File: src/design/cfd_pkg.sv
// Shared types and constants for the COBS frame decoder and verifier.
`timescale 1ns / 1ps

package cfd_pkg;

  localparam int FRAME_BYTES = 64;
  localparam int IDX_W       = $clog2(FRAME_BYTES);
  localparam int CNT_W       = IDX_W + 1;

  localparam logic [CNT_W-1:0] FRAME_CNT = CNT_W'(FRAME_BYTES);
  localparam logic [CNT_W-1:0] WIRE_MIN  = CNT_W'(2);
  localparam logic [CNT_W-1:0] WIRE_MAX  = CNT_W'(FRAME_BYTES + 2);
  localparam logic [CNT_W-1:0] WIRE_SAT  = CNT_W'(FRAME_BYTES + 3);

  localparam logic [7:0] CODE_NO_ZERO = 8'hFF;
  localparam logic [7:0] BYTE_ZERO    = 8'h00;

  localparam logic [1:0] ST_OK        = 2'd0;
  localparam logic [1:0] ST_CORRUPT   = 2'd1;
  localparam logic [1:0] ST_ZERO_LEAK = 2'd2;
  localparam logic [1:0] ST_SYNC      = 2'd3;

  typedef struct packed {
    logic [7:0] wire_byte;
    logic       last_byte;
  } in_t;

  typedef struct packed {
    logic [1:0]  status;
    logic [31:0] source_node;
    logic [63:0] step_count;
    logic [7:0]  phase;
    logic [63:0] board_word_0;
    logic [63:0] board_word_1;
    logic [63:0] board_word_2;
    logic [63:0] board_word_3;
    logic [63:0] digest_word_0;
    logic [63:0] digest_word_1;
  } out_t;

  // Per-frame decoder state.
  typedef struct packed {
    logic [CNT_W-1:0] stored_count;
    logic [7:0]       block_left;
    logic             zero_pending;
    logic [CNT_W-1:0] wire_count;
    logic [1:0]       first_error;
  } dec_state_t;

  // One write into the frame store.
  typedef struct packed {
    logic             en;
    logic [IDX_W-1:0] addr;
    logic [7:0]       data;
  } store_wr_t;

endpackage

File: src/design/cobs_frame_decoder_verify.sv
// Top level of the COBS frame decoder and verifier.
//
//   Port group   Direction  Transfer when           Carries
//   in_*         input      in_valid & !in_stall    one wire byte, last-byte mark
//   out_*        output     out_valid & !out_stall  status and decoded frame fields
//   cfg_*        input      cfg_wr_en               local step count (64 bits)
//
// Each byte is registered, then decoded; one byte per cycle while no stalled result holds a last byte.
// The frame's last byte passes the input register, then its result is registered for output.
// Reset clears the handshake and frame state and the local step count; the store is not cleared.
// A stalled result holds the last byte of the next frame in the input register,
// while ordinary bytes keep flowing under output stall.
`timescale 1ns / 1ps

module cobs_frame_decoder_verify (
  input  logic          clk,
  input  logic          rst_n,
  input  logic          in_valid,
  output logic          in_stall,
  input  cfd_pkg::in_t  in_data,
  output logic          out_valid,
  input  logic          out_stall,
  output cfd_pkg::out_t out_data,
  input  logic          cfg_wr_en,
  input  logic [63:0]   cfg_wr_data
);

  logic                s1_valid_r, s1_valid_nxt;
  cfd_pkg::in_t        s1_data_r;
  cfd_pkg::dec_state_t st_r, st_nxt;
  cfd_pkg::store_wr_t  wr;
  logic [7:0]          store_r [cfd_pkg::FRAME_BYTES];
  logic [63:0]         local_step_r;
  logic                out_valid_r, out_valid_nxt;
  cfd_pkg::out_t       out_data_r, result;
  logic [1:0]          status;
  logic [63:0]         rx_step;
  logic                advance;
  logic                in_xfer;

  assign advance   = s1_valid_r && !(s1_data_r.last_byte && out_valid_r && out_stall);
  assign in_stall  = s1_valid_r && !advance;
  assign in_xfer   = in_valid && !in_stall;
  assign out_valid = out_valid_r;
  assign out_data  = out_data_r;

  always_comb begin
    for (int i = 0; i < 8; i++) begin
      rx_step[8*i +: 8] = store_r[4 + i];
    end
  end

  cfd_decode u_decode (
    .st               (st_r),
    .item             (s1_data_r),
    .rx_step_count    (rx_step),
    .local_step_count (local_step_r),
    .st_nxt           (st_nxt),
    .wr               (wr),
    .status           (status)
  );

  // Assemble the result; every field but status stays zero unless the frame is good.
  always_comb begin
    result        = '0;
    result.status = status;
    if (status == cfd_pkg::ST_OK) begin
      for (int i = 0; i < 4; i++) begin
        result.source_node[8*i +: 8] = store_r[i];
      end
      result.step_count = rx_step;
      result.phase      = store_r[12];
      for (int i = 0; i < 8; i++) begin
        result.board_word_0[8*i +: 8]  = store_r[16 + i];
        result.board_word_1[8*i +: 8]  = store_r[24 + i];
        result.board_word_2[8*i +: 8]  = store_r[32 + i];
        result.board_word_3[8*i +: 8]  = store_r[40 + i];
        result.digest_word_0[8*i +: 8] = store_r[48 + i];
        result.digest_word_1[8*i +: 8] = store_r[56 + i];
      end
    end
  end

  always_comb begin
    s1_valid_nxt = s1_valid_r;
    if (in_xfer) begin
      s1_valid_nxt = 1'b1;
    end else if (advance) begin
      s1_valid_nxt = 1'b0;
    end
    out_valid_nxt = out_valid_r;
    if (advance && s1_data_r.last_byte) begin
      out_valid_nxt = 1'b1;
    end else if (!out_stall) begin
      out_valid_nxt = 1'b0;
    end
  end

  always_ff @(posedge clk) begin
    if (!rst_n) begin
      s1_valid_r   <= 1'b0;
      out_valid_r  <= 1'b0;
      st_r         <= '0;
      local_step_r <= '0;
    end else begin
      s1_valid_r  <= s1_valid_nxt;
      out_valid_r <= out_valid_nxt;
      if (advance) begin
        st_r <= st_nxt;
      end
      if (cfg_wr_en) begin
        local_step_r <= cfg_wr_data;
      end
    end
  end

  always_ff @(posedge clk) begin
    if (in_xfer) begin
      s1_data_r <= in_data;
    end
    if (advance && s1_data_r.last_byte) begin
      out_data_r <= result;
    end
    if (advance && wr.en) begin
      store_r[wr.addr] <= wr.data;
    end
  end

  // A result only follows the decode of a last byte.
  a_result_source: assert property (@(posedge clk) disable iff (!rst_n)
    $rose(out_valid_r) |-> $past(advance && s1_data_r.last_byte))
    else $error("result without a last byte");

  // Source node, step count, phase and the second digest word are zero on any failed frame.
  a_fields_zero: assert property (@(posedge clk) disable iff (!rst_n)
    (out_valid_r && (out_data_r.status != cfd_pkg::ST_OK)) |->
      ((out_data_r.source_node == '0) && (out_data_r.step_count == '0) &&
       (out_data_r.phase == '0) && (out_data_r.digest_word_1 == '0)))
    else $error("nonzero fields on failed frame");

  // The decoder never writes past the store.
  a_store_bound: assert property (@(posedge clk) disable iff (!rst_n)
    st_r.stored_count <= cfd_pkg::FRAME_CNT)
    else $error("stored count beyond frame size");

  // Frame state is cleared after the last byte.
  a_frame_clear: assert property (@(posedge clk) disable iff (!rst_n)
    (advance && s1_data_r.last_byte) |=>
      ((st_r.stored_count == '0) && (st_r.wire_count == '0) &&
       (st_r.first_error == cfd_pkg::ST_OK)))
    else $error("frame state not cleared");

endmodule

File: src/design/cfd_decode.sv
// Next-state logic for one wire byte: COBS decode step and end-of-frame checks.
`timescale 1ns / 1ps

module cfd_decode (
  input  cfd_pkg::dec_state_t st,
  input  cfd_pkg::in_t        item,
  input  logic [63:0]         rx_step_count,
  input  logic [63:0]         local_step_count,
  output cfd_pkg::dec_state_t st_nxt,
  output cfd_pkg::store_wr_t  wr,
  output logic [1:0]          status
);

  logic [cfd_pkg::CNT_W-1:0] wire_cnt;
  logic                      store_full;

  assign store_full = (st.stored_count >= cfd_pkg::FRAME_CNT);

  always_comb begin
    wire_cnt = (st.wire_count < cfd_pkg::WIRE_SAT) ? st.wire_count + 1'b1 : st.wire_count;
  end

  always_comb begin
    st_nxt            = st;
    st_nxt.wire_count = wire_cnt;
    wr.en             = 1'b0;
    wr.addr           = st.stored_count[cfd_pkg::IDX_W-1:0];
    wr.data           = cfd_pkg::BYTE_ZERO;
    status            = cfd_pkg::ST_OK;

    if (item.last_byte) begin
      if ((wire_cnt < cfd_pkg::WIRE_MIN) || (wire_cnt > cfd_pkg::WIRE_MAX) ||
          (item.wire_byte != cfd_pkg::BYTE_ZERO)) begin
        status = cfd_pkg::ST_CORRUPT;
      end else if (st.first_error != cfd_pkg::ST_OK) begin
        status = st.first_error;
      end else if ((st.block_left != 8'd0) || (st.stored_count != cfd_pkg::FRAME_CNT)) begin
        status = cfd_pkg::ST_CORRUPT;
      end else if (rx_step_count != local_step_count) begin
        status = cfd_pkg::ST_SYNC;
      end
      // The frame is finished; start the next one from scratch.
      st_nxt = '0;
    end else if (st.first_error == cfd_pkg::ST_OK) begin
      if (st.block_left == 8'd0) begin
        // Code byte. The implied zero of the previous block lands first.
        if (st.zero_pending && store_full) begin
          st_nxt.first_error = cfd_pkg::ST_CORRUPT;
        end else begin
          if (st.zero_pending) begin
            wr.en               = 1'b1;
            st_nxt.stored_count = st.stored_count + 1'b1;
          end
          if (item.wire_byte == cfd_pkg::BYTE_ZERO) begin
            st_nxt.first_error = cfd_pkg::ST_ZERO_LEAK;
          end else begin
            st_nxt.block_left   = item.wire_byte - 8'd1;
            st_nxt.zero_pending = (item.wire_byte != cfd_pkg::CODE_NO_ZERO);
          end
        end
      end else begin
        if (store_full) begin
          st_nxt.first_error = cfd_pkg::ST_CORRUPT;
        end else if (item.wire_byte == cfd_pkg::BYTE_ZERO) begin
          st_nxt.first_error = cfd_pkg::ST_ZERO_LEAK;
        end else begin
          wr.en               = 1'b1;
          wr.data             = item.wire_byte;
          st_nxt.stored_count = st.stored_count + 1'b1;
          st_nxt.block_left   = st.block_left - 8'd1;
        end
      end
    end
  end

endmodule
File: config.mk
export PLATFORM = sky130hd
export DESIGN_NAME = cobs_frame_decoder_verify
export DESIGN_NICKNAME = d
export VERILOG_FILES = /design/src/design/cfd_pkg.sv /design/src/design/cobs_frame_decoder_verify.sv /design/src/design/cfd_decode.sv
export SDC_FILE = /design/constraint.sdc
export NUM_CORES = 1
export LEC_CHECK = 0
export ABC_AREA = 0
export BUFFER_PORTS_ARGS = -buffer_cell sky130_fd_sc_hd__buf_2
export CAP_MARGIN = 0
export CORE_ASPECT_RATIO = 0.5
export CORE_MARGIN = 2
export CORE_UTILIZATION = 60
export DETAILED_ROUTE_END_ITERATION = 7
export PLACE_DENSITY = 0.94
export SETUP_SLACK_MARGIN = 0.3
export SYNTH_ARGS = -nofsm -noshare
export SYNTH_HDL_FRONTEND = slang
export SYNTH_SLANG_ARGS = --single-unit
export TNS_END_PERCENT = 10
File: constraint.sdc
create_clock -name clk -period 26.8 [get_ports clk]
set_input_delay 1.34 -clock clk [delete_from_list [all_inputs] [get_ports clk]]
set_output_delay 1.34 -clock clk [all_outputs]
set_load 0.02 [all_outputs]
==> metrics.md <==
| Metric | Value |
|---|---|
| Busiest grt layer | met2 |
| Worst Path Arrival | 5.92 ns |
| CTS resizes | 0 |
| Seq/Total Area, Yosys | 0.8039 |
| Critical path's slowest cell | nor2_1 |
| R2r worst-path depth | 7 |
| Met3 Use GR | 0.08029 |
| Highest net fanout along the worst path | 266 |
| Buffers and inverters on the worst path | 2 |
| Routed length per instance | 32.78 µm |
| Nets | 2832 |
| CTS Root Cell | clkbuf_16 |
| Main combinational cell family by area after synthesis | compound AO/OA/AOI/OAI gates |
| Post-synthesis mux area share | 0.01739 |
| Post-synthesis compound-gate area fraction | 0.1063 |
| Lkg Pwr | 16.01 nW |
| Final WS setup | 21.17 ns |
| CTS Hold Bufs | 0 |
| # IOs | 570 |
| Combinational power share | 0.054 |
| Die area | 67400 µm² |
| Worst-path clk slew | 0.07 ns |
| RePlAce Congestion | 0.8706 |
| Most frequent cells in the layout | 987 x edfxtp_1, 568 x buf_2, 415 x a21boi_0, 91 x dfxtp_1, 90 x clkbuf_16 |
| Area leader, netlist | edfxtp_1 |
| Worst hold slack | 0.4790 ns |
| Slew @ Worst Pin | 1.408 ns |
| GR Util met1 | 0.3844 |
| Cells after DPL | 3544 |
| Post-CTS setup buffer count | 0 |
| Endpoint, Worst Hold | st_r[13]$_SDFFE_PN0P_ |
| Number of remaining DRC errors | 0 |
| Number of global-route vias before repair | 23600 |
| P&R area growth vs syn | 16.42% |
| Flop pwr share | 0.554 |
| Adder-cell share of the synthesized area | 0.001279 |
| Multi-input logic area | 7004 µm² |
| Start of the worst register-to-register path | s1_data_r[0]$_DFFE_PP_ |
| Endpoints failing hold | 0 |
| Fin area | 45560 µm² |
| Non-filler cells, final | 3729 |
| Syn_area_per_cell | 17.65 µm² |
| Most common cell after layout, fill and taps aside | edfxtp_1 |
| CTS Buf Count | 88 |
| Most common flop cell mapped by yosys | edfxtp_1 |
| Async set-reset flop share out of synthesis | 0 |
| Crit-path max cell delay | 1.01 ns |
| NetSw | 791.0 µW |
| Die width | 365.2 µm |
| Sw Share | 0.2320 |
| Worst-path cell chain | buf_4, buf_12, o211ai_1, a2111o_1, nor2_1, nand4b_1, nor2_1 |
| Worst r2r dst | store_r[42][7]$_DFFE_PP_ |
| Grt total ovfl | 0 |
| Synth warnings | 0 |
| Int Pwr | 2.619 mW |
| Pre-CTS setup slack | 21.82 ns |
| Tmin final | 5.634 ns |
| CORE AREA | 64740 µm² |
| Fin Setup TNS | 0 ns |
| Port bufs | 569 |
| Post-route ant nets | 0 |
| H-tree depth | 3 |
| Largest net degree at the start of global routing | 267 |
| Clk pwr share | 0.392 |
| Synthesized cell area | 39130 µm² |
| Initial core utilization | 0.6044 |
| Unrepaired setup endpoints after global routing | no |
| Clock Path Buffers | 3 |
| Critical Path Sink Type | register |
| Number of synthesized register bits | 1078 |
| # rows | 66 |
| Filler Cell Count | 3418 |
| DRT Pass-1 Iters | 6 |
| Status | finished, final reports clean |
| Post-DP HPWL | 62190 µm |
| First-pass GRT wire length | 162500 µm |
| Vias per cell | 6.723 |
| CP delay by family, top | simple AND/OR/NAND/NOR gates |
| Flop-to-flop setup slack | 21.17 ns |
| Util after Layout | 0.7037 |
| Synth top area cells | edfxtp_1 76%, a21boi_0 8.0%, dfxtp_1 4.7% |
| Period utilization | 0.2102 |
| Post-synth net total | 2299 |
| Post-synth top area share | 0.7574 |
| WP data required | 27.09 ns |
| Worst setup SP type | register |
| Die H | 184.6 µm |
| CTS tree | done |
| CTS sink cnt | 1078 |
| Worst Path Class, Setup | reg -> reg |
| PD cells | 74.86 nW/µm² |
| Clk_lat worst skew | 0.68 ns |
| Reg area | 31460 µm² |
| Hold Crit Start | st_r[13]$_SDFFE_PN0P_ |
| CP dominant cell by count | nor2_1 |
| Max-slew headroom | 0.06119 |
| Post-synthesis xor/xnor area fraction | 0.01388 |
| Worst Skew | 0.04384 ns |
| Share of cells above drive strength 1 | 0.2597 |
| Iter 0 DRT Violations | 4374 |
| Final slew viol count | 0 |
| GRT met2 Usage | 0.5508 |
| Final setup vio count | 0 |
| Max_cap viols | 0 |
| Hold Crit Class | reg -> reg |
| Pwr Total | 3.410 mW |
| Hold Path Cell Cnt | 2 |
| Peak VDD IR | 0.05454 mV |
| Antenna violations before repair | 20 |
| Cells after Synth | 2217 |
| Vias post-DR | 25070 |
| Final WL | 122200 µm |
| Fmax | 0.1775 GHz |
| Yosys cell types | 57 |
| Synth Area in Simple Gates | 0.03939 |
| Number of enable flip-flop cells after synthesis | 987 |
| Global-route usage over all layers | 0.3392 |
| Placement Cell Area | 42670 µm² |
-- area by class of cell --
type | count | area share
timing repair buffer | 588 | 0.06652
sequential | 1078 | 0.6906
tap | 884 | 0.02428
inverter | 16 | 0.001483
multi-input combinational | 978 | 0.1537
clock buffer | 113 | 0.05155
clock inverter | 49 | 0.01060
antenna | 23 | 0.001263
-- synthesized netlist by cell type, drive strengths merged, types with 6 or more instances --
library cell and number:
nor2b 83, o21ai 13, clkbuf 87, xor2 41, and2 16, a21oi 20
nor2 87, inv 16, or3 8, or4 6, dfxtp 91, mux2i 68
nor4 13, nand2 21, buf 58, nand3 15, edfxtp 987, o22ai 8
a21boi 490, xnor2 21, nand4 8
-- logic make-up (layout without fill, tap and decap cells) --
kind of cell | Yosys count | in the layout
flip-flops | 1078 | 1078
adder cells (fa/ha/maj) | 4 | 4
AND/OR/NAND/NOR | 281 | 281
buffers and inverters | 161 | 766
other | 0 | 23
multiplexers | 68 | 68
AO/OA/AOI/OAI | 563 | 563
XOR/XNOR | 62 | 62
-- how the worst max path moves through the flow --
| stage | start | cells after the start | endpoint |
|---|---|---|---|
| floorplan | out_stall | 4 | out_data[0]$_SDFFCE_PP0P_ |
| global placement | s1_data_r[0]$_DFFE_PP_ | 7 | store_r[46][4]$_DFFE_PP_ |
| detailed placement | s1_data_r[0]$_DFFE_PP_ | 7 | store_r[42][4]$_DFFE_PP_ |
| CTS | s1_data_r[0]$_DFFE_PP_ | 7 | store_r[42][7]$_DFFE_PP_ |
| global route | s1_data_r[0]$_DFFE_PP_ | 7 | store_r[46][6]$_DFFE_PP_ |
| finish | s1_data_r[0]$_DFFE_PP_ | 7 | store_r[42][7]$_DFFE_PP_ |
-- power by group through the flow --
stage	sequential, mW	clock, mW	combinational, mW
6_report	1.89	1.34	0.183
5_1_grt	1.89	1.38	0.186
2_1_floorplan	1.96	0	0.0685
3_3_place_gp	1.92	0	0.160
4_1_cts	1.89	1.31	0.173
3_5_place_dp	1.92	0	0.167
-- worst register-to-register path, delay by kind of cell, from the launching register on --
kind                   cells  cell delay (ns)
buffers and inverters      2             1.48
AND/OR/NAND/NOR            3             2.47
AO/OA/AOI/OAI              2             0.96
flip-flops                 1             0.36
-- sequential cells by signal, summed over array words and instances (netlist names) --
name and flops:
local_step_r 64, store_r 488, st_r 25, out_data 490
s1_data_r 9, s1_valid_r 1, out_valid 1
-- metal layers --
metal	up-vias	share of wire
met1	11900	0.30
met5	-	0.00019
met2	2798	0.47
met4	4	0.11
li1	9523	-
met3	840	0.12
Note: power is estimated with default switching activity, not from simulation.
